[src/sv/tccp_mul.sv]
`default_nettype none
module tccp_mul (
    input  wire         clk,
    input  wire         rst_n,
    input  wire         start,
    input  wire  [47:0] a,
    input  wire  [47:0] b,
    output logic        busy,
    output logic [95:0] product
);
    logic [95:0] acc_reg, acc_next;
    logic [47:0] a_reg;
    logic [47:0] b_reg, b_next;
    logic [1:0]  cnt_reg, cnt_next;
    logic [63:0] part;

    assign part = a_reg * b_reg[15:0];

    always_comb
    begin
        acc_next = acc_reg;
        b_next = b_reg;
        cnt_next = cnt_reg;
        if (start)
        begin
            acc_next = '0;
            b_next = b;
            cnt_next = 2'd3;
        end
        else if (cnt_reg != 2'd0)
        begin
            acc_next = {16'd0, acc_reg[95:16]} + {part, 32'd0};
            b_next = b_reg >> 16;
            cnt_next = 2'(cnt_reg - 2'd1);
        end
    end

    always_ff @(posedge clk or negedge rst_n)
    begin
        if (!rst_n)
        begin
            cnt_reg <= '0;
        end
        else
        begin
            cnt_reg <= cnt_next;
        end
    end

    always_ff @(posedge clk)
    begin
        acc_reg <= acc_next;
        b_reg <= b_next;
        if (start)
        begin
            a_reg <= a;
        end
    end

    assign busy = (cnt_reg != 2'd0);
    assign product = acc_reg;
endmodule
`default_nettype wire

[config.mk]
export PLATFORM = sky130hd
export DESIGN_NAME = tccp_mul
export DESIGN_NICKNAME = d
export VERILOG_FILES = /design/src/sv/tccp_mul.sv
export SDC_FILE = /design/constraint.sdc
export NUM_CORES = 2
export LEC_CHECK = 0
export BUFFER_PORTS_ARGS = -buffer_cell sky130_fd_sc_hd__buf_2
export CORE_UTILIZATION = 40
export CTS_CLUSTER_DIAMETER = 120
export DETAILED_ROUTE_END_ITERATION = 7
export PLACE_DENSITY = 0.54
export SLEW_MARGIN = 5
export SYNTH_ARGS = -nofsm -noshare
export SYNTH_HDL_FRONTEND = slang
export SYNTH_SLANG_ARGS = --single-unit
[constraint.sdc]
create_clock -name clk -period 12.1 [get_ports clk]
set_clock_uncertainty 0.15 [all_clocks]
set_input_delay 2.42 -clock clk [delete_from_list [all_inputs] [get_ports clk]]
set_output_delay 2.42 -clock clk [all_outputs]
set_load 0.005 [all_outputs]
==> impl_results.md <==
* Status: completed
* CP Launch Type: register
* Reg clk slew, reported paths at 0.10 ns
* Worst-skew pair later-pin latency at 0.51 ns
* Hold Fails Final Rpt at 0
* Fraction of registers with async set/reset at 1.031%
* Post-synthesis sequential area ratio at 14.42%
* Reg2reg start: b_reg[12]
* Row Count at 106
* Critical Path RT at 12.36 ns
* NumNets Final at 4768
* Period utilization at 88.27%
* Commonest cells after routing, fill and taps aside: 680 x nand2_1, 660 x inv_1, 643 x fa_1
* Syn Area/Cell at 8.914 um^2
* Die width at 292.2 um
* Yosys cell types at 79
* Vias in the first global route at 27354
* Arrival @ worst endpoint at 10.94 ns
* Worst Tran Pin Value at 1.124 ns
* Slew Limit Fails at 0
* Hold Path End: product[34]
* Vias at 26159
* Core area at 83420 um^2
* CTS H-tree lvls at 4
* Final setup violation count at 0
* Final HPWL DP at 78.10 mm
* I/O Buffers at 195
* Slew margin rel. at 25.04%
* DRC violations left at 0
* Syn Std Cell Area at 33680 um^2
* Die Ht at 292.2 um
* First-pass GRT wire length at 159.2 mm
* Crit path max-delay cell type: edfxtp_1
* RR Endpoint: product[94]
* RSZ-0062 raised after global routing: no
* Grt peak-use layer: met2
* Gpl congestion at 0.9442
* Worst path most repeated cell: fa_1
* Met2 Usage GRT at 38.47%
* Yosys reg bits at 194
* Routed Antenna Nets at 0
* WS Path Type: register to register
* Post-synth EDFFs at 96
* Synth top area cells: fa_1 38%, edfxtp_1 8.6%, nand2_1 7.6%
* Crit Path Max Fanout at 14
* CTS sink cnt at 194
* Number of CTS-inserted buffers at 17
* HP Start: product[34]
* Wirelength per Cell at 20.00 um
* Hold depth at 2
* Post-synthesis cell count at 3778
* Critical path's largest stage delay at 0.92 ns
* Vias per inst at 5.304
* Syn_nets at 4708
* CTS Hold Bufs at 0
* Footprint of the multi-input gates at 25580 um^2
* Drt total wl at 98.62 mm
* Clock Path Buffers at 2
* Synthesis-to-layout area growth at 7.650%
* CTS tree: yes
* Largest net degree at the start of global routing at 76
* Max reg flops at 96
* Worst min path class: register to register
* Post-CTS Repair Setup Buffers at 0
* R2R cell count at 31
* Min cycle time layout at 10.68 ns
* Sequential Area at 4855 um^2
* Initial core utilization at 40.37%
* M3 GR Usage at 3.243%
* Clock root cell: clkbuf_16
* GRT overflow at 0
* Layout cell share with drive strength beyond 1 at 8.569%
* Max cap viols at 0
* R2R setup slack at 1.42 ns
* Final TNS setup at 0 ns
* Antenna violations before repair at 3
* Critical Path End Type: register
* Post-cts gate resize count at 0
* Total GRT Usage at 24.19%
* Cell taking the most area after synthesis: fa_1
* Starting DRT DRC Count at 1689
* IO Pins at 196
* Fillers at 8299
* Most common cell after layout, fill and taps aside: nand2_1
* F_max at 93.63 MHz
* Met1 Use GR at 34.85%
* Synth top area share at 38.22%
* Total iterations of the first detailed-routing run at 5
* Top FF cell, synth: edfxtp_1
* YS warnings at 0
* DIE AREA at 85360 um^2
[worst max-delay path, delay by kind of cell (launching register included)]
kind,cells,cell delay [ns]
AO/OA/AOI/OAI,11,3.38
XOR/XNOR,1,0.14
adder cells (fa/ha/maj),8,3.89
buffers and inverters,6,0.94
flip-flops,1,0.92
AND/OR/NAND/NOR,5,1.16
[kinds of logic (layout without fill, tap and decap cells)]
logic type,Yosys count,after routing,synth area share (%)
AND/OR/NAND/NOR,1246,1246,17.01
buffers and inverters,864,937,9.675
adder cells (fa/ha/maj),831,831,45.21
AO/OA/AOI/OAI,466,466,8.697
flip-flops,194,194,14.42
XOR/XNOR,104,104,2.705
multiplexers,73,73,2.292
other,0,1,0
[cell type report]
class	count	share of cell area, %
multi-input cells	2720	70.56
flip-flops and latches	194	13.39
inverters	661	6.844
repair buffers	244	3.834
well taps	1080	3.727
clock buffers	20	1.260
clock inverters	12	0.3796
diodes	1	0.006903
[synth_stat cells (74+ instances only)]
library cell	number
o21ai_0	74
a21oi_1	189
clkbuf_1	188
ha_1	188
xnor2_1	77
fa_1	643
inv_1	660
nor2_1	159
dfxtp_1	96
and2_1	262
nand2_1	681
edfxtp_1	96
[routing by layer]
layer,vias to the layer above,routed length (um)
li1,11833,-
met2,828,45160
met3,99,6215
met4,0,1766
met5,-,0
met1,13399,45480
[metrics by stage]
stage / hold slack, ns / util (%) / setup slack, ns / area (um^2) / instances
floorplan: 0.3196 / - / 3.082 / 33680 / 3778
global placement: 0.3198 / 42.74 / 1.488 / 35660 / 4899
detailed placement: 0.3293 / 42.74 / 1.571 / 35660 / 4899
CTS: 0.3446 / 43.45 / 1.500 / 36250 / 4931
global route: 0.3652 / 43.45 / 0.9747 / 36250 / 4931
finish: 0.3376 / 43.46 / 1.419 / 36250 / 4932
[how the worst max path moves through the flow]
stage               startpoint  slack (ns)     endpoint
floorplan             b_reg[1]        3.08  product[94]
global placement     b_reg[12]        1.49  product[94]
detailed placement   b_reg[12]        1.57  product[94]
CTS                  b_reg[11]        1.50  product[94]
global route         b_reg[11]        0.97  product[94]
finish               b_reg[12]        1.42  product[94]
Power is not shown: default switching activity piles up to over one toggle a cycle in this logic, so the estimate is an artifact.
