## src/sv/tccp_ram.sv

```systemverilog
`default_nettype none
module tccp_ram #(
    parameter int WIDTH = 8,
    parameter int DEPTH = 16
) (
    input  wire                       clk,
    input  wire                       we,
    input  wire [$clog2(DEPTH)-1:0]   waddr,
    input  wire [WIDTH-1:0]           wdata,
    input  wire [$clog2(DEPTH)-1:0]   raddr,
    output logic [WIDTH-1:0]          rdata
);
    logic [WIDTH-1:0] mem [DEPTH];

    always_ff @(posedge clk)
    begin
        if (we)
        begin
            mem[waddr] <= wdata;
        end
        rdata <= mem[raddr];
    end
endmodule
`default_nettype wire

```

## config.mk

```make
export PLATFORM = sky130hd
export DESIGN_NAME = tccp_ram
export DESIGN_NICKNAME = d
export VERILOG_FILES = /design/src/sv/tccp_ram.sv
export SDC_FILE = /design/constraint.sdc
export NUM_CORES = 1
export LEC_CHECK = 0
export ABC_CLOCK_PERIOD_IN_PS = 4200
export BUFFER_PORTS_ARGS = -buffer_cell sky130_fd_sc_hd__buf_2
export CORE_MARGIN = 5
export CORE_UTILIZATION = 45
export CTS_BUF_LIST = sky130_fd_sc_hd__clkbuf_4 sky130_fd_sc_hd__clkbuf_8 sky130_fd_sc_hd__clkbuf_16
export DETAILED_ROUTE_END_ITERATION = 7
export RECOVER_POWER = 50
export SETUP_SLACK_MARGIN = 0.2
export SLEW_MARGIN = 25
export SYNTH_ARGS = -nofsm -noshare
export SYNTH_HDL_FRONTEND = slang
export SYNTH_SLANG_ARGS = --single-unit
```

## constraint.sdc

```tcl
create_clock -name clk -period 4.2 [get_ports clk]
set_input_delay 0.21 -clock clk [delete_from_list [all_inputs] [get_ports clk]]
set_output_delay 0.21 -clock clk [all_outputs]
set_load 0.1 [all_outputs]
```

==> reports/metrics.csv, run 1 <==
metric;value;unit
outcome;finished clean;
critical path startpoint category;input pin;
main area contributors after synthesis;edfxtp_1 75%, mux4_2 7.9%, mux4_1 7.1%, dfxtp_1 3.1%, a22oi_1 2.3%;
share of cells above drive strength 1;0.252;
crit share post-route;0.364;
measured slew at the worst slew-check pin;0.992;ns
H-tree Lvls;4;
CTS sink count;136;
global-route wire length before repair;14.8;mm
placed cell area;5390;µm²
Final #Nets;283;
Post-Syn Area;5150;µm²
# hold bufs at CTS;0;
max-slew violation count;0;
crit-path max cell delay;0.69;ns
Core Box Area;11300;µm²
Worst Setup End Kind;flip-flop;
maxcap violations;0;
Final Routed Wirelength;9.68;mm
Static Leak;1.96;nW
Yosys top cell by area;edfxtp_1;
# diodes;0;
Clock Latency Late Sink;0.40;ns
RSZ-0062 raised after global routing;false;
number of distinct library cells after synthesis;19;
Avg Cell Area, Syn;22.5;µm²
Post-Route Skew;0.00588;ns
Area Growth Syn to Fin;15.4;%
worst-path cell chain;clkbuf_1, or3b_2, nor2_1;
CP max FO;8;
Root Driver;clkbuf_16;
via/cell ratio;5.49;
Pwr Density;522;nW/µm²
initial core utilization;0.455;
initial antenna violation count;0;
Seq/Total Area, Yosys;0.778;
die area;13700;µm²
crit path buf inv count;1;
pin count of the biggest net entering global routing;33;
clock slew at reported path FFs;0.06;ns
CTS buffer count;17;
CTS-repair resized insts;0;
Fill cells;924;
worst path required time;4.22;ns
CTS tree;done;
die span in y;117;µm
GRT Total Usage;0.159;
Die W;117;µm
routed via count;2311;
detailed placer's ending HPWL;5.93;mm
DR pass1 iterations;5;
flops & latches, synth;136;
drt wl/cell;23.0;µm
CP arrival;1.55;ns
setup repair bufs after CTS;0;
commonest non-fill, non-tap cell in the layout;edfxtp_1;
hold slack final;0.305;ns
Bufs on Longest Clock Path;2;
Antenna Nets Post-Route;0;
vias in the first global route;2426;
post-route cell area;5940;µm²
total power;3.10;mW
Layout Utilization;0.525;
DRC viols;0;
slowest CP cell;nor2_1;
most frequent cells in the layout;128 x edfxtp_1, 18 x mux4_2, 17 x clkbuf_16;
PortBufs;25;
Mapped Cells;229;
peak supply drop;261;µV
final hold vios;0;
Hold WC Path Type;in -> reg;
Rows;39;
post-route minimum period;1.53;ns
final RePlAce weighted congestion;0.713;
gr ovfl total;0;
crit-path leading delay family;simple AND/OR/NAND/NOR gates;
I/O pins;26;
Max transition margin;0.336;
Max Fclk;0.654;GHz
Setup TNS;0;ns
syn_nets;247;
# setup viols final;0;
WS Path Type;in -> reg;
initial drt markers;149;
Synth top area share;0.747;
yosys synthesis warning count;0;
==> cell usage after synthesis (all sizes together) <==
library cell   instances
or3b                   1
nand2b                 2
a22oi                 16
clkdlybuf4s25          3
mux4                  32
nor2                  13
buf                    7
and2                   1
nand2                  9
nor2b                  1
nor3                   4
dfxtp                  8
nand3b                 2
edfxtp               128
and2b                  1
nand3                  1
==> per-layer routing <==
metal | global-route usage | wire length, µm
met5 | 0 | 0
met2 | 0.237 | 4640
met4 | 0.0573 | 140
met3 | 0.0422 | 425
met1 | 0.230 | 4470
==> layout make-up <==
cell class,instances,area (µm²),share of cell area
timing repair buffer,27,128,0.0215
multi-input combinational,83,1070,0.180
tap,143,179,0.0301
clock buffer,23,489,0.0823
sequential,136,4000,0.674
clock inverter,9,75.1,0.0126
==> power breakdown <==
part           leakage [nW]  total, mW  switching, mW  internal [mW]
Clock                 0.283       1.38          0.505          0.873
Combinational         0.455      0.196          0.143         0.0530
Sequential             1.22       1.53        0.00956           1.52
==> final timing paths <==
check / from / endpoint / slack [ns] / cells past startpoint
max: we / mem[2][0] / 2.67 / 3
min: waddr[1] / mem[0][6] / 0.30 / 2
max reg2reg: mem[2][1] / rdata[1] / 2.79 / 3
min reg2reg: mem[14][2] / rdata[2] / 0.67 / 3
==> registers in the layout, indices dropped and copies added (netlist names) <==
signal / flops
rdata: 8
mem: 128
==> cells by family after synthesis <==
group / Yosys count / share of synthesized area
AND/OR/NAND/NOR: 35 / 0.0318
AO/OA/AOI/OAI: 16 / 0.0233
multiplexers: 32 / 0.150
flip-flops: 136 / 0.778
buffers and inverters: 10 / 0.0168
==> through the flow <==
stage                     cells  worst slack, ns
after floorplan             229             2.50
after global placement      389             1.95
after detailed placement    389             2.28
after CTS                   421             2.69
after global routing        421             2.59
final                       421             2.67
(Power assumes the default switching activity.)
==> run 2, diff against run 1 <==
--- a/config.mk
+++ b/config.mk
@@ -5,7 +5,8 @@
 export SDC_FILE = /design/constraint.sdc
 export NUM_CORES = 1
 export LEC_CHECK = 0
-export ABC_CLOCK_PERIOD_IN_PS = 4200
+export ABC_AREA = 1
+export ABC_CLOCK_PERIOD_IN_PS = 1300
 export BUFFER_PORTS_ARGS = -buffer_cell sky130_fd_sc_hd__buf_2
 export CORE_MARGIN = 5
 export CORE_UTILIZATION = 45
==> constraint.sdc (replaced) <==
create_clock -name clk -period 1.3 [get_ports clk]
set_input_delay 0.065 -clock clk [delete_from_list [all_inputs] [get_ports clk]]
set_output_delay 0.065 -clock clk [all_outputs]
set_load 0.1 [all_outputs]
==> reports/metrics.csv, run 2 <==
metric;value;unit
M1 WL;5.72;mm
RSZ-0062 raised after global routing;false;
worst-path cell chain;buf_12;
Final Routed Wirelength;12.6;mm
maxcap violations;0;
outcome;finished clean;
Synth Flop Type;edfxtp_1;
CTS tree;done;
H-tree Lvls;4;
Root Driver;clkbuf_16;
PortBufs;25;
worst hold start;raddr[3];
max reg flops;128;
reg-to-reg critical path endpoint;rdata[7];
Hold Path Cell Cnt;3;
critical path startpoint category;flip-flop;
Placed Cells;751;
crit-path leading delay family;flip-flops;
CP arrival;1.02;ns
post-route minimum period;1.08;ns
Post-synth ARST share;0;
Area Growth Syn to Fin;17.3;%
flops & latches, synth;136;
crit share post-route;0.835;
Non-Filler Instances;783;
Final #Nets;616;
Avg Cell Area, Syn;10.5;µm²
max-slew violation count;0;
commonest non-fill, non-tap cell in the layout;nand2_1;
Met2 Routed Length;6.11;mm
Setup TNS;0;ns
Post-Route Skew;0.00516;ns
Max Fclk;0.922;GHz
DR pass1 iterations;4;
syn_nets;569;
Antenna Nets Post-Route;0;
Mapped Cells;551;
Post-Syn Area;5770;µm²
CTS buffer count;17;
crit-path max cell delay;0.41;ns
most frequent cells in the layout;173 x nand2_1, 128 x edfxtp_1, 100 x inv_1;
Worst Reg2Reg Path Length in Cells;6;
Critical Path Stages;1;
detailed placer's ending HPWL;7.96;mm
Seq/Total Area, Yosys;0.694;
Yosys top cell by area;edfxtp_1;
Worst Setup End Kind;output pin;
initial core utilization;0.459;
Rows;41;
Clock Latency Late Sink;0.41;ns
reg2reg start;mem[7][7];
# diodes;0;
Bufs on Longest Clock Path;2;
# hold bufs at CTS;0;
top layer reached by signal wires;met4;
crit path buf inv count;1;
global-route wire length before repair;20.4;mm
initial drt markers;372;
Die W;123;µm
final hold vios;0;
final RePlAce weighted congestion;0.825;
Core Box Area;12600;µm²
slowest CP cell;dfxtp_1;
WS Path Type;reg -> out;
Synth top cells by count;173 x nand2_1, 128 x edfxtp_1, 100 x inv_1;
peak supply drop;1000;µV
DRC viols;0;
reg2reg setup slack;0.31;ns
die span in y;123;µm
Static Leak;2.92;nW
GRT Total Usage;0.185;
measured slew at the worst slew-check pin;0.929;ns
EDFF count, synth;128;
I/O pins;26;
Met3 Routed Length;578;µm
top flop regs;mem x128, rdata x8;
Pwr Density;1510;nW/µm²
CTS sink count;136;
drt wl/cell;16.1;µm
Hold WC Path Type;in -> reg;
die area;15200;µm²
# setup viols final;0;
clock slew at reported path FFs;0.05;ns
initial antenna violation count;0;
gr ovfl total;0;
vias in the first global route;3800;
pin count of the biggest net entering global routing;65;
Synth top area share;0.667;
hold endpoint;rdata[3];
top-count cell post-synth;nand2_1;
Largest Register;mem;
CP max FO;1;
share of cells above drive strength 1;0.111;
number of distinct library cells after synthesis;12;
worst path required time;1.24;ns
yosys synthesis warning count;0;
main area contributors after synthesis;edfxtp_1 67%, nand2_1 11%, nand3_1 8.4%, inv_1 6.5%, dfxtp_1 2.8%;
routed via count;3709;
via/cell ratio;4.74;
Max transition margin;0.381;
[run 2: stage by stage]
stage	power, mW	hold WS [ns]	cell area, µm²	setup slack, ns	utilization
after floorplan	5.57	0.164	5770	0.284	-
after global placement	5.82	0.456	6180	0.201	0.492
after detailed placement	5.83	0.456	6180	0.190	0.492
after CTS	10.3	0.0159	6770	0.126	0.539
after global routing	10.6	0.0390	6770	0.203	0.538
final	10.2	0.0287	6770	0.215	0.538
[run 2: how the worst max path moves through the flow]
stage          startpoint    endpoint  slack, ns
2_1_floorplan    waddr[2]  mem[10][0]       0.28
3_3_place_gp     raddr[0]    rdata[7]       0.20
3_5_place_dp     raddr[0]    rdata[7]       0.19
4_1_cts          rdata[5]    rdata[5]       0.13
5_1_grt          rdata[4]    rdata[4]       0.20
6_report         rdata[4]    rdata[4]       0.22
[run 2: routing by layer]
layer,vias up,GRT usage
met2,84,0.288
li1,1865,-
met1,1742,0.251
met3,18,0.0421
met5,-,0
met4,0,0.0775
[run 2: what timing repair did]
item,in CTS,in global routing
endpoints found under the setup margin,8,2
setup buffers,0,0
resized for setup,12,5
[run 2: cell families after synthesis]
group                  Yosys count  synth area share
buffers and inverters          126            0.0952
flip-flops                     136             0.694
AND/OR/NAND/NOR                289             0.210
[run 2: area by class of cell]
cell class | count | area [µm²]
inverter | 102 | 383
multi-input combinational | 289 | 1210
clock inverter | 13 | 111
timing repair buffer | 52 | 398
clock buffer | 19 | 440
fill | 1099 | 5800
sequential | 136 | 4010
tap | 172 | 215
[run 2: tightest hold or removal path, delay by kind of cell]
family,cells,cell delay [ns]
buffers and inverters,1,0.17
and+or+nand+nor,2,0.16
[run 2: where the power goes]
part	total, mW	switching [mW]	internal (mW)	leakage, nW
Clock	4.46	1.66	2.80	0.266
Combinational	0.838	0.614	0.224	1.43
Sequential	4.94	0.0356	4.91	1.22
==> run 3, diff against run 2 <==
--- a/config.mk
+++ b/config.mk
@@ -6,7 +6,7 @@
 export NUM_CORES = 1
 export LEC_CHECK = 0
 export ABC_AREA = 1
-export ABC_CLOCK_PERIOD_IN_PS = 1300
+export ABC_CLOCK_PERIOD_IN_PS = 900
 export BUFFER_PORTS_ARGS = -buffer_cell sky130_fd_sc_hd__buf_2
 export CORE_MARGIN = 5
 export CORE_UTILIZATION = 45
==> constraint.sdc (replaced) <==
create_clock -name clk -period 0.9 [get_ports clk]
set_input_delay 0.045 -clock clk [delete_from_list [all_inputs] [get_ports clk]]
set_output_delay 0.045 -clock clk [all_outputs]
set_load 0.1 [all_outputs]
==> reports/metrics.csv, run 3 (synthesis gave the netlist of run 2 again) <==
metric;value;unit
most frequent cells in the layout;165 x nand2_1, 128 x edfxtp_1, 96 x inv_1;
CP max FO;1;
H-tree Lvls;4;
DRC viols;0;
Die W;123;µm
# diodes;0;
CP arrival;0.95;ns
maxcap violations;0;
dpl ws;-0.282;ns
critical path startpoint category;flip-flop;
final hold vios;0;
global-route wire length before repair;21.7;mm
hold slack final;0.0992;ns
share of cells above drive strength 1;0.271;
setup ws final;-0.0935;ns
final RePlAce weighted congestion;0.865;
Rows;41;
PortBufs;25;
crit-path leading delay family;flip-flops;
top flop regs;mem x128, rdata x8;
Antenna Nets Post-Route;0;
worst path required time;0.85;ns
failing checks;setup timing;
Final #Nets;617;
worst-path cell chain;buf_12;
detailed placer's ending HPWL;8.59;mm
CTS tree;done;
reg2reg setup slack;-0.08;ns
routed via count;3902;
Static Leak;3.13;nW
worst setup path startpoint;rdata[7];
crit share post-route;1.10;
Max transition margin;0.350;
Clock Latency Late Sink;0.41;ns
Hold WC Path Type;in -> reg;
die area;15200;µm²
crit path buf inv count;1;
Core Box Area;12600;µm²
Critical Path Stages;1;
I/O pins;26;
clock slew at reported path FFs;0.06;ns
# hold bufs at CTS;0;
Largest Register;mem;
Setup TNS;-0.833;ns
initial drt markers;394;
Final Routed Wirelength;13.6;mm
RSZ-0062 raised after global routing;true;
via/cell ratio;4.98;
Max Fclk;1.01;GHz
Setup crit end;rdata[7];
Bufs on Longest Clock Path;2;
# setup viols final;15;
Worst Setup End Kind;output pin;
CTS buffer count;17;
Post-Route Skew;0.00835;ns
pin count of the biggest net entering global routing;34;
commonest non-fill, non-tap cell in the layout;nand2_1;
CTS sink count;136;
outcome;finished, violations left;
measured slew at the worst slew-check pin;0.974;ns
initial antenna violation count;0;
Pwr Density;2130;nW/µm²
vias in the first global route;3946;
reg2reg start;mem[3][3];
Root Driver;clkbuf_16;
max reg flops;128;
die span in y;123;µm
post-route minimum period;0.994;ns
reg-to-reg critical path endpoint;rdata[3];
initial core utilization;0.459;
max-slew violation count;0;
DR pass1 iterations;7;
peak supply drop;1200;µV
crit-path max cell delay;0.36;ns
Worst Reg2Reg Path Length in Cells;6;
WS Path Type;reg -> out;
gr ovfl total;0;
Area Growth Syn to Fin;28.1;%
slowest CP cell;dfxtp_2;
drt wl/cell;17.3;µm
GRT Total Usage;0.199;
-- run 3: what timing repair did --
action,4_1_cts,5_1_grt
setup endpoints to repair,45,29
gates resized for setup,33,26
buffers inserted,1,0
pin swaps,31,18
-- run 3: worst min-delay path by stage --
stage	start	endpoint	slack (ns)	depth (start not counted)
3_5_place_dp	wdata[4]	mem[2][4]	0.49	1
4_1_cts	wdata[4]	mem[6][4]	0.05	1
3_3_place_gp	wdata[2]	mem[4][2]	0.49	1
5_1_grt	raddr[3]	rdata[5]	0.11	4
2_1_floorplan	wdata[0]	mem[0][0]	0.14	0
6_report	raddr[3]	rdata[2]	0.1	4
-- run 3: through the flow --
| stage | power (mW) | utilization | instance area [µm²] | instances |
|---|---|---|---|---|
| after detailed placement | 8.72 | 0.519 | 6520 | 751 |
| after global placement | 8.70 | 0.519 | 6520 | 751 |
| final | 15.8 | 0.588 | 7390 | 784 |
| after global routing | 16.3 | 0.588 | 7390 | 784 |
| after CTS | 15.8 | 0.580 | 7300 | 784 |
| after floorplan | 8.10 | - | 5910 | 551 |
-- run 3: area by class of cell --
| type | count | area (µm²) |
|---|---|---|
| well taps | 172 | 215 |
| clock inverters | 12 | 153 |
| inverters | 102 | 383 |
| clock buffers | 20 | 454 |
| repair buffers | 53 | 567 |
| flip-flops and latches | 136 | 4010 |
| multi-input cells | 289 | 1600 |
| fillers | 1055 | 5180 |
-- run 3: worst reg2reg max path, stage by stage, from the launching register on --
cell and delay (ns):
edfxtp_1 0.36, nand2_1 0.06, nand2_1 0.06, nand2_1 0.08, nand3_2 0.11, nand3_2 0.14
nand2_2 0.07
-- run 3: layer usage --
| metal | part of all wire | vias up | track usage |
|---|---|---|---|
| met2 | 0.46 | 128 | 0.298 |
| met3 | 0.050 | 29 | 0.0480 |
| met4 | 0.030 | 0 | 0.0886 |
| met1 | 0.46 | 1873 | 0.275 |
| met5 | 0 | - | 0 |
| li1 | - | 1872 | - |
-- run 3: where the power goes --
part	switching [mW]	internal, mW
clock network	2.58	4.48
logic	1.04	0.500
registers	0.0634	7.09
