==> config.mk <==
export PLATFORM = sky130hd
export DESIGN_NAME = tccp_divmod
export DESIGN_NICKNAME = d
export VERILOG_FILES = /design/src/sv/tccp_divmod.sv
export SDC_FILE = /design/constraint.sdc
export NUM_CORES = 1
export LEC_CHECK = 0
export ABC_AREA = 1
export BUFFER_PORTS_ARGS = -buffer_cell sky130_fd_sc_hd__buf_4
export CAP_MARGIN = 20
export CORE_UTILIZATION = 40
export DETAILED_ROUTE_END_ITERATION = 8
export GPL_ROUTABILITY_DRIVEN = 0
export SLEW_MARGIN = 10
export SYNTH_ARGS = -nofsm -noshare
export SYNTH_HDL_FRONTEND = slang
export SYNTH_SLANG_ARGS = --single-unit
==> constraint.sdc <==
create_clock -name clk -period 2.7 [get_ports clk]
set_clock_uncertainty 0.1 [all_clocks]
set_input_delay 0 -clock clk [delete_from_list [all_inputs] [get_ports clk]]
set_output_delay 0 -clock clk [all_outputs]
set_load 0.005 [all_outputs]
==> src/sv/tccp_divmod.sv <==
`default_nettype none
module tccp_divmod (
    input  wire         clk,
    input  wire         rst_n,
    input  wire         start,
    input  wire  [31:0] dividend,
    input  wire  [6:0]  divisor,
    output logic        busy,
    output logic [6:0]  remainder
);
    logic [31:0] quo_reg, quo_next;
    logic [6:0]  rem_reg, rem_next;
    logic [5:0]  cnt_reg, cnt_next;
    logic [7:0]  trial;

    always_comb
    begin
        quo_next = quo_reg;
        rem_next = rem_reg;
        cnt_next = cnt_reg;
        trial = {rem_reg, quo_reg[31]};
        if (start)
        begin
            quo_next = dividend;
            rem_next = '0;
            cnt_next = 6'd32;
        end
        else if (cnt_reg != 6'd0)
        begin
            quo_next = {quo_reg[30:0], 1'b0};
            if (trial >= {1'b0, divisor})
            begin
                rem_next = 7'(trial - {1'b0, divisor});
            end
            else
            begin
                rem_next = trial[6:0];
            end
            cnt_next = 6'(cnt_reg - 6'd1);
        end
    end

    always_ff @(posedge clk or negedge rst_n)
    begin
        if (!rst_n)
        begin
            cnt_reg <= '0;
        end
        else
        begin
            cnt_reg <= cnt_next;
        end
    end

    always_ff @(posedge clk)
    begin
        quo_reg <= quo_next;
        rem_reg <= rem_next;
    end

    assign busy = (cnt_reg != 6'd0);
    assign remainder = rem_reg;
endmodule
`default_nettype wire

==> metrics.md, run 1 <==
| Metric | Value |
|---|---|
| Initial core utilization | `42.0%` |
| Crit share post-route | `70.0%` |
| Hpwl dp | `3130 um` |
| Synth area leaders | `edfxtp_1 (41%), nand2_1 (21%), dfrtp_1 (6.4%)` |
| Peak supply drop | `383 uV` |
| CTS root buf | `clkbuf_8` |
| Post-synth EDFFs | `32` |
| Number of cells on the critical path | `14` |
| Filler instances | `551` |
| Post-route core utilization | `58.1%` |
| Top-count cell post-synth | `nand2_1` |
| CP arrival | `1.98 ns` |
| CP max-delay cell | `fa_1` |
| CTS H-tree depth | `2` |
| DP Worst Slack | `0.802 ns` |
| Mapped cell area | `2360 um2` |
| Worst R2R Path Depth | `14` |
| Nets@finish | `413` |
| Largest net degree at the start of global routing | `39` |
| Total Power | `2630 uW` |
| Min Hold Slack | `0.0478 ns` |
| Top cell by count, worst path | `nand2_1` |
| Syn_nets | `327` |
| Minimum clock period | `1.89 ns` |
| DRT Pass-1 Iters | `4` |
| Vias | `1959` |
| I/O pins | `50` |
| Least-Margin Pin Slew | `0.398 ns` |
| Max reg flops | `32` |
| N_diodes | `0` |
| P per Cell Area | `808 nW/um2` |
| Outcome | `finished, final reports clean` |
| CTS tree | `yes` |
| Routed Antenna Nets | `0` |
| Synth cell count leaders | `nand2_1 (130), edfxtp_1 (32), inv_1 (29)` |
| Cts bufs inserted | `5` |
| Clock transition at the registers of the reported paths | `0.08 ns` |
| Final WS setup | `0.810 ns` |
| Area of the core | `5610 um2` |
| Row count | `27` |
| WP data required | `2.79 ns` |
| Setup violators final | `0` |
| RSZ-0062 raised after global routing | `no` |
| Routed length per instance | `11.0 um` |
| Vias in the first global route | `1912` |
| Fin. Hold Viols | `0` |
| Vias/cell | `4.50` |
| Fmax | `529 MHz` |
| Post-synth top area cell | `edfxtp_1` |
| Post-CTS setup buffer count | `0` |
| Total wire length | `4780 um` |
| Die area | `6200 um2` |
| Worst Path Class, Setup | `flop to flop` |
| Crit-path cells | `inv_1, ha_1, inv_1, fa_1, nand2_1, nand2_1, nand2_4, nand2_4, nand2_4, nand3_1, nand2_1, inv_1, nand2_1, nand2_1` |
| Flop and latch count out of synthesis | `45` |
| CP delay by family, top | `simple AND/OR/NAND/NOR gates` |
| Layout cell share with drive strength beyond 1 | `20.4%` |
| YS warnings | `0` |
| Gr ovfl total | `0` |
| Setup crit end kind | `flop` |
| Global Route Usage Sum | `17.1%` |
| Crit-path max cell delay | `0.39 ns` |
| Slew margin rel. | `73.4%` |
| CTS sink count | `45` |
| Share of async-settable or async-resettable flops after synthesis | `13.3%` |
| Setup crit start kind | `flop` |
| Top FF cell, synth | `edfxtp_1` |
| Static Leak | `0.00165 uW` |
| Post-Synthesis Cells | `276` |
| Synth top area share | `40.8%` |
| Clock power share | `18.7%` |
| HP Class | `input port to flop` |
| Register area share after synthesis | `53.1%` |
| Sw Pwr | `916 uW` |
| Top fanout value on the critical path | `8` |
| Reg power frac | `40.6%` |
| Synth unique cells | `31` |
| 1st-iter DRT viols | `88` |
| DIE WIDTH | `78.7 um` |
| Worst-Skew Late Latency | `0.29 ns` |
| Number of buffers and inverters on the critical path | `3` |
| MaxCap Viol Count | `0` |
| First-pass GRT wire length | `8360 um` |
| Switching Fraction | `34.8%` |
| Clock buffer depth | `2` |
| IO Port Bufs | `49` |
| Initial antenna violation count | `0` |
| Synthesis-to-finish area growth | `38.2%` |
| PostCTS Resize Cnt | `0` |
| Die height | `78.7 um` |
| Setup TNS | `0 ns` |
| DR DRC count | `0` |
| Avg Cell Area, Syn | `8.54 um2` |
| Slew Limit Fails | `0` |
| Hold Path Stages | `5` |
| Comb pwr share | `40.7%` |
| Internal | `1710 uW` |
==> layout by cell type (no fill, tap or decap), types with 2 or more instances in the layout <==
master         count
nand2_1          130
buf_4             52
dlygate4sd3_1     34
edfxtp_1          32
inv_1             29
nand3_1           17
ha_1               8
dfxtp_1            7
dfrtp_1            6
clkbuf_8           5
nand2_4            4
o21ai_1            4
a21oi_1            4
inv_2              3
nor2_1             3
nor2_4             2
nor3_1             2
xor2_1             2
o21ai_0            2
nand3b_1           2
==> power by group through the flow <==
stage | Clock (uW) | Sequential, uW | Combinational [uW]
floorplan | 0 | 1060 | 766
global placement | 0 | 1080 | 1030
detailed placement | 0 | 1080 | 1040
CTS | 504 | 1070 | 1080
global route | 531 | 1100 | 1240
finish | 491 | 1070 | 1070
==> worst reg2reg max path, cell delays in order (launching register included) <==
cell and delay, ns:
edfxtp_1 0.36, inv_1 0.08, ha_1 0.14, inv_1 0.05, fa_1 0.39, nand2_1 0.07, nand2_1 0.10, nand2_4 0.09
nand2_4 0.05, nand2_4 0.11, nand3_1 0.08, nand2_1 0.06, inv_1 0.03, nand2_1 0.04, nand2_1 0.04
==> metal layers <==
metal	global-route usage, %	wire [um]	part of all wire [%]
met3	3.45	151	3.2
met2	29.3	2280	48
met4	3.89	17	0.36
met5	0	0	0
met1	22.2	2330	49
==> through the flow <==
stage | cell area, um2 | instances
final | 3260 | 435
after global routing | 3260 | 435
after CTS | 3260 | 435
after detailed placement | 2810 | 393
after global placement | 2810 | 393
after floorplan | 2360 | 276
==> path summary, 6_finish.rpt <==
kind / startpoint / endpoint / slack [ns]
worst max-delay path: quo_reg[31]$_DFFE_PP_ / remainder[5]$_SDFFE_PP0P_ / 0.81
worst min-delay path: divisor[0] / remainder[0]$_SDFFE_PP0P_ / 0.05
worst min register to register: remainder[6]$_SDFFE_PP0P_ / remainder[6]$_SDFFE_PP0P_ / 0.40
worst max register to register: quo_reg[31]$_DFFE_PP_ / remainder[5]$_SDFFE_PP0P_ / 0.81
min in group asynchronous: rst_n / cnt_reg[4]$_DFFE_PN0P_ / 0.57
max in group asynchronous: rst_n / cnt_reg[0]$_DFFE_PN0P_ / 1.70
==> what timing repair did <==
item,in CTS,in global routing
endpoints found under the setup margin,0,0
hold buffers,34,0
hold endpoints to repair,38,0
==> logic make-up after synthesis <==
family	Yosys count	share of synthesized area [%]
and+or+nand+nor	167	31.0
adders and majority gates	9	5.10
buffers and inverters	39	6.27
DFF	45	53.1
AOI/OAI and AO/OA	13	3.40
xor gates and xnor gates	3	1.12
==> layout make-up <==
type                    count  area [um2]  area share, %
well taps                  72        90.1           2.77
flip-flops and latches     45        1250           38.4
multi-input cells         192         957           29.4
clock inverters             2        35.0           1.08
inverters                  32         120           3.69
repair buffers             86         731           22.4
clock buffers               6        72.6           2.23
No activity file was read; power rests on OpenSTA's default activity.
==> inputs of run 2 (changes only) <==
Clock period 2.7 ns to 1.6 ns, I/O delays scaled along.
==> run 2 against run 1 <==
The flow now finishes with violations (setup timing). Global-route usage is 0.50 points higher. Worst setup slack worse by 1.0 ns. Sequential share of layout area is 3.6 points lower. Critical path depth is 2 lower. Clock power is 39% higher. Register-to-register slack worse by 1.0 ns. Critical endpoint is now remainder[4]$_SDFFE_PP0P_. Largest cell class unchanged. Die area stayed put. First-iteration DRC count is 28% lower.
==> metrics.md, run 2 (same netlist as run 1, synthesis figures left out) <==
| Metric | Value |
|---|---|
| Outcome | `finished with violations` |
| Failing checks | `setup timing` |
| Initial antenna violation count | `0 (unchanged)` |
| Routed Antenna Nets | `0 (unchanged)` |
| Die area | `6200 um2 (unchanged)` |
| WP data required | `1.69 ns (-1.10 ns)` |
| Area of the core | `5610 um2 (unchanged)` |
| I/O pins | `50 (unchanged)` |
| Crit-path max cell delay | `0.38 ns (about the same)` |
| Nets@finish | `440 (+6.5%)` |
| Top fanout value on the critical path | `2 (-6)` |
| Final WS setup | `-0.214 ns (-1.02 ns)` |
| Setup crit end kind | `flop` |
| CTS root buf | `clkbuf_8` |
| Most common library cell in the layout ignoring fill and taps | `nand2_1` |
| Crit share post-route | `113% (+43 points)` |
| 1st-iter DRT viols | `63 (-28%)` |
| CTS sink count | `45 (unchanged)` |
| R2R Setup Slk | `-0.21 ns (-1.02 ns)` |
| Fin. Hold Viols | `0 (unchanged)` |
| Routed length per instance | `10.9 um (-1.3%)` |
| Vias | `2082 (+6.3%)` |
| CP max-delay cell | `edfxtp_1` |
| Layout cell share with drive strength beyond 1 | `29.5% (+9.1 points)` |
| Fmax | `551 MHz (+4.1%)` |
| Min Hold Slack | `0.0270 ns (-0.0208 ns)` |
| Least-Margin Pin Slew | `0.371 ns (-0.0278 ns)` |
| Switching Fraction | `36.0% (+1.2 points)` |
| HP Class | `input port to flop` |
| Comb pwr share | `50.3% (+9.6 points)` |
| Global Route Usage Sum | `17.6% (+0.50 points)` |
| Cells after DPL | `411 (+4.6%)` |
| Clock transition at the registers of the reported paths | `0.08 ns (about the same)` |
| Vias in the first global route | `2041 (+6.7%)` |
| CTS tree | `yes` |
| Static Leak | `0.00181 uW (+9.5%)` |
| P per Cell Area | `1380 nW/um2 (+71%)` |
| RSZ-0062 raised after global routing | `yes` |
| Largest net degree at the start of global routing | `33 (-15%)` |
| Hold_sp | `divisor[0]` |
| Clock power share | `13.8% (-4.9 points)` |
| First-pass GRT wire length | `8580 um (+2.6%)` |
| Final Non-Filler Cells | `462 (+6.2%)` |
| Gr ovfl total | `0 (unchanged)` |
| MaxCap Viol Count | `0 (unchanged)` |
| Peak supply drop | `592 uV (+55%)` |
| Hpwl dp | `3290 um (+5.2%)` |
| Sw Pwr | `1780 uW (+95%)` |
| Internal | `3170 uW (+85%)` |
| Setup crit start kind | `flop` |
| DR DRC count | `0 (unchanged)` |
| Reg power frac | `35.9% (-4.7 points)` |
| Cts bufs inserted | `5 (unchanged)` |
| Worst Path Class, Setup | `flop to flop` |
| Slew Limit Fails | `0 (unchanged)` |
| Total wire length | `5020 um (+4.8%)` |
| N_diodes | `0 (unchanged)` |
| Vias/cell | `4.51 (about the same)` |
| Max reg flops | `32 (unchanged)` |
| Die height | `78.7 um (unchanged)` |
| Minimum clock period | `1.81 ns (-0.0752 ns)` |
| CP Launch Point | `quo_reg[31]$_DFFE_PP_` |
| Setup violators final | `40 (+40)` |
| Row count | `27 (unchanged)` |
| DIE WIDTH | `78.7 um (unchanged)` |
| Commonest cells after routing, fill and taps aside | `nand2_1 (126), buf_4 (71), dlygate4sd3_1 (35)` |
| DRT Pass-1 Iters | `4 (unchanged)` |
| FF-to-FF Start | `quo_reg[31]$_DFFE_PP_` |
| Top cell by count, worst path | `nand2_2` |
| Worst-Skew Late Latency | `0.30 ns (about the same)` |
| Initial core utilization | `42.0% (unchanged)` |
| Post-route core utilization | `64.1% (+6.0 points)` |
| Synthesis-to-finish area growth | `52.6%` |
| IO Port Bufs | `49 (unchanged)` |
| Slew margin rel. | `75.2% (+1.7 points)` |
| Crit-path cells | `inv_2, ha_4, inv_2, fa_2, nand2_2, nand2_2, nand2_4, buf_4, xor2_2, nand2_2, nand3_1, nand2_1` |
| Clock buffer depth | `2 (unchanged)` |
| CTS H-tree depth | `2 (unchanged)` |
| CP arrival | `1.91 ns (-0.07 ns)` |
-- run 2: critical path: cells and delay by family, from the launching register on --
kind	cells	cell delay, ns
xor gates and xnor gates	1	0.14
adders and majority gates	2	0.46
buffers and inverters	3	0.24
DFF	1	0.38
and+or+nand+nor	6	0.38
-- run 2: worst paths after layout --
kind                                                   to  cells after the start
worst max-delay path            remainder[4]$_SDFFE_PP0P_                     12
worst min register to register     cnt_reg[5]$_DFFE_PN0P_                      1
max in group asynchronous          cnt_reg[2]$_DFFE_PN0P_                      3
worst min-delay path            remainder[0]$_SDFFE_PP0P_                      5
worst max register to register  remainder[4]$_SDFFE_PP0P_                     12
min in group asynchronous          cnt_reg[4]$_DFFE_PN0P_                      3
-- run 2: timing repair --
action,CTS,global route
cloned,0,3
gates resized for setup,6,13
setup buffers,4,2
endpoints found under the hold margin,40,0
hold buffers,35,0
setup endpoints to repair,41,44
pin swaps,0,2
-- run 2: routing by layer --
layer | wire length (um) | share of wire (%) | vias to the layer above | global-route usage [%]
met5 | 0 | 0 | - | 0
met4 | 29 | 0.58 | 0 | 4.44
met3 | 222 | 4.4 | 4 | 4.02
met2 | 2470 | 49 | 43 | 31.8
met1 | 2290 | 46 | 933 | 20.9
li1 | - | - | 1102 | -
-- run 2: stage by stage --
| step | worst slack, ns | power, uW | instance area (um2) | setup TNS [ns] |
|---|---|---|---|---|
| 6_report | -0.214 | 4960 | 3600 | -5.89 |
| 5_1_grt | -0.383 | 5380 | 3600 | -9.19 |
| 4_1_cts | -0.220 | 4760 | 3470 | -5.07 |
| 3_5_place_dp | -0.238 | 3890 | 2980 | -4.78 |
| 3_3_place_gp | -0.173 | 3850 | 2980 | -3.44 |
| 2_1_floorplan | -0.459 | 3130 | 2380 | -16.84 |
-- run 2: cell type report --
| class | count | area (um2) |
|---|---|---|
| fillers | 492 | 2010 |
| inverters | 32 | 124 |
| clock inverters | 1 | 7.51 |
| clock buffers | 7 | 76.3 |
| flip-flops and latches | 45 | 1250 |
| well taps | 72 | 90.1 |
| multi-input cells | 192 | 1050 |
| repair buffers | 113 | 998 |
-- run 2: power groups by stage --
stage	sequential [uW]	combinational [uW]	clock, uW
6_report	1780	2490	684
5_1_grt	1820	2800	764
4_1_cts	1780	2280	707
3_5_place_dp	1800	2090	0
3_3_place_gp	1790	2060	0
2_1_floorplan	1790	1340	0
==> inputs of run 3 (changes only) <==
Clock period 1.6 ns to 2.1 ns, I/O delays scaled along.
==> run 3 against run 2 <==
The run now ends clean. Die area stayed put. Wire length is 4.2% lower. Clock power fell by 21%. Core utilization is 5.8 points lower. Design area shrank 9.1%. Critical path type unchanged. Flip-flop and latch count is the same. Clock-buffer cell count fell by 2. Worst hold slack gained 0.0014 ns. Combinational power down 44%.
==> metrics.md, run 3 (same netlist as run 1, synthesis figures left out) <==
| Metric | Value |
|---|---|
| N_diodes | `0 (unchanged)` |
| Worst Path Class, Setup | `flop to flop` |
| CP max-delay cell | `edfxtp_1` |
| Static Leak | `0.00165 uW (-8.7%)` |
| R2r endpoint | `remainder[6]$_SDFFE_PP0P_` |
| Hold Path Stages | `5 (unchanged)` |
| DR DRC count | `0 (unchanged)` |
| Uppermost layer routed | `met4` |
| Number of buffers and inverters on the critical path | `3 (unchanged)` |
| Slew Limit Fails | `0 (unchanged)` |
| Met2 wire len | `2330 um (-5.9%)` |
| Max reg flops | `32 (unchanged)` |
| 1st-iter DRT viols | `57 (-9.5%)` |
| Initial core utilization | `42.0% (unchanged)` |
| Initial antenna violation count | `0 (unchanged)` |
| Hold_sp | `divisor[0]` |
| FF-to-FF Start | `quo_reg[31]$_DFFE_PP_` |
| Fmax | `539 MHz (-2.2%)` |
| Clock buffer depth | `2 (unchanged)` |
| Crit-path cells | `inv_1, ha_1, inv_1, fa_2, nand2_1, nand2_2, nand2_4, nand2_4, nand2_4, nand3_1, nand2_1, inv_1, nand2_1, nand2_1` |
| CTS H-tree depth | `2 (unchanged)` |
| Clock transition at the registers of the reported paths | `0.08 ns (about the same)` |
| Total wire length | `4800 um (-4.2%)` |
| Outcome | `finished, final reports clean` |
| Sw Pwr | `1210 uW (-32%)` |
| Routed wl met3 | `164 um (-26%)` |
| CTS root buf | `clkbuf_8` |
| Routed length per instance | `11.0 um (+1.5%)` |
| Reg power frac | `41.5% (+5.6 points)` |
| Top fanout value on the critical path | `8 (+6)` |
| Crit share post-route | `88.3% (-25 points)` |
| CP delay by family, top | `simple AND/OR/NAND/NOR gates` |
| Setup TNS | `0 ns (+5.89 ns)` |
| Worst Hold Endpoint | `remainder[0]$_SDFFE_PP0P_` |
| DRT met1 WL | `2250 um (-1.8%)` |
| Layout cell share with drive strength beyond 1 | `21.7% (-7.8 points)` |
| Routed Antenna Nets | `0 (unchanged)` |
| Synthesis-to-finish area growth | `38.7%` |
| Minimum clock period | `1.85 ns (+0.0400 ns)` |
| MaxCap Viol Count | `0 (unchanged)` |
| Peak supply drop | `616 uV (+4.1%)` |
| Comb pwr share | `42.3% (-8.0 points)` |
| Worst-Skew Late Latency | `0.30 ns (about the same)` |
| Gr ovfl total | `0 (unchanged)` |
| P per Cell Area | `1010 nW/um2 (-26%)` |
| Setup crit end kind | `flop` |
| Global Route Usage Sum | `17.2% (-0.36 points)` |
| CTS tree | `yes` |
| Row count | `27 (unchanged)` |
| Worst R2R Path Depth | `14 (+2)` |
| IO Port Bufs | `49 (unchanged)` |
| WP data required | `2.20 ns (+0.51 ns)` |
| Vias/cell | `4.48 (-0.60%)` |
| HP Class | `input port to flop` |
| Die height | `78.7 um (unchanged)` |
| Slew margin rel. | `65.0% (-10 points)` |
| Most common library cell in the layout ignoring fill and taps | `nand2_1` |
| Setup violators final | `0 (-100%)` |
| Min Hold Slack | `0.0284 ns (+0.00135 ns)` |
| Largest net degree at the start of global routing | `38 (+15%)` |
| Area of the core | `5610 um2 (unchanged)` |
| I/O pins | `50 (unchanged)` |
| Die area | `6200 um2 (unchanged)` |
| CTS sink count | `45 (unchanged)` |
| R2R Setup Slk | `0.25 ns (+0.46 ns)` |
| Commonest cells after routing, fill and taps aside | `nand2_1 (129), buf_4 (52), dlygate4sd3_1 (34)` |
| RSZ-0062 raised after global routing | `no` |
| First-pass GRT wire length | `8290 um (-3.4%)` |
| Switching Fraction | `36.6% (+0.59 points)` |
| Vias in the first global route | `1949 (-4.5%)` |
| Cts bufs inserted | `5 (unchanged)` |
| Internal | `2100 uW (-34%)` |
| DIE WIDTH | `78.7 um (unchanged)` |
| Hpwl dp | `3190 um (-3.1%)` |
| DRT Pass-1 Iters | `4 (unchanged)` |
| Top cell by count, worst path | `nand2_1` |
| Fin. Hold Viols | `0 (unchanged)` |
| Setup crit start kind | `flop` |
| Least-Margin Pin Slew | `0.524 ns (+0.153 ns)` |
| Crit-path max cell delay | `0.37 ns (about the same)` |
| Nets@finish | `414 (-5.9%)` |
| Clock power share | `16.2% (+2.4 points)` |
| Vias | `1953 (-6.2%)` |
| CP arrival | `1.95 ns (+0.04 ns)` |
-- run 3: repair_timing --
| item | 4_1_cts | 5_1_grt |
|---|---|---|
| endpoints found under the setup margin | 0 | 6 |
| hold buffers | 34 | 0 |
| buffers inserted | 0 | 0 |
| gates resized for setup | 0 | 2 |
| endpoints found under the hold margin | 38 | 0 |
-- run 3: how the worst max path moves through the flow --
stage / start / depth (start not counted) / slack [ns] / endpoint
final: quo_reg[31]$_DFFE_PP_ / 14 / 0.25 / remainder[6]$_SDFFE_PP0P_
after floorplan: cnt_reg[0]$_DFFE_PN0P_ / 7 / 0.03 / quo_reg[0]$_SDFFCE_PN0P_
after detailed placement: quo_reg[31]$_DFFE_PP_ / 14 / 0.17 / remainder[6]$_SDFFE_PP0P_
after global placement: quo_reg[31]$_DFFE_PP_ / 14 / 0.24 / remainder[6]$_SDFFE_PP0P_
after global routing: quo_reg[31]$_DFFE_PP_ / 14 / 0.02 / remainder[6]$_SDFFE_PP0P_
after CTS: quo_reg[31]$_DFFE_PP_ / 14 / 0.15 / remainder[6]$_SDFFE_PP0P_
-- run 3: through the flow --
stage / power [uW] / utilization (%) / worst slack, ns / instance area (um2) / std cells
after floorplan: 2350 / - / 0.0327 / 2360 / 276
after global placement: 2720 / 50.5 / 0.240 / 2830 / 394
after detailed placement: 2750 / 50.5 / 0.166 / 2830 / 394
after CTS: 3340 / 58.2 / 0.153 / 3260 / 436
after global routing: 3620 / 58.3 / 0.0169 / 3270 / 436
final: 3310 / 58.3 / 0.246 / 3270 / 436
-- run 3: cell type report --
cell class | count | area (um2)
well taps | 72 | 90.1
clock buffers | 5 | 68.8
clock inverters | 3 | 21.3
fillers | 547 | 2340
multi-input cells | 192 | 962
inverters | 32 | 124
repair buffers | 87 | 751
flip-flops and latches | 45 | 1250
-- run 3: tightest hold or removal path: cells and delay by family --
kind | cells | cell delay (ns)
AO/OA/AOI/OAI | 1 | 0.05
AND/OR/NAND/NOR | 2 | 0.11
adder cells (fa/ha/maj) | 1 | 0.14
buffers and inverters | 1 | 0.08
-- run 3: layer usage --
layer  vias to the layer above  track usage, %
met5                         -               0
met4                         0            5.56
met3                         5            3.68
met2                        35            29.9
met1                       864            21.3
li1                       1049               -
-- run 3: power groups by stage --
stage          clock, uW  sequential [uW]  combinational [uW]
2_1_floorplan          0             1360                 987
3_3_place_gp           0             1390                1340
3_5_place_dp           0             1390                1350
4_1_cts              557             1380                1410
5_1_grt              600             1400                1620
6_report             537             1370                1400
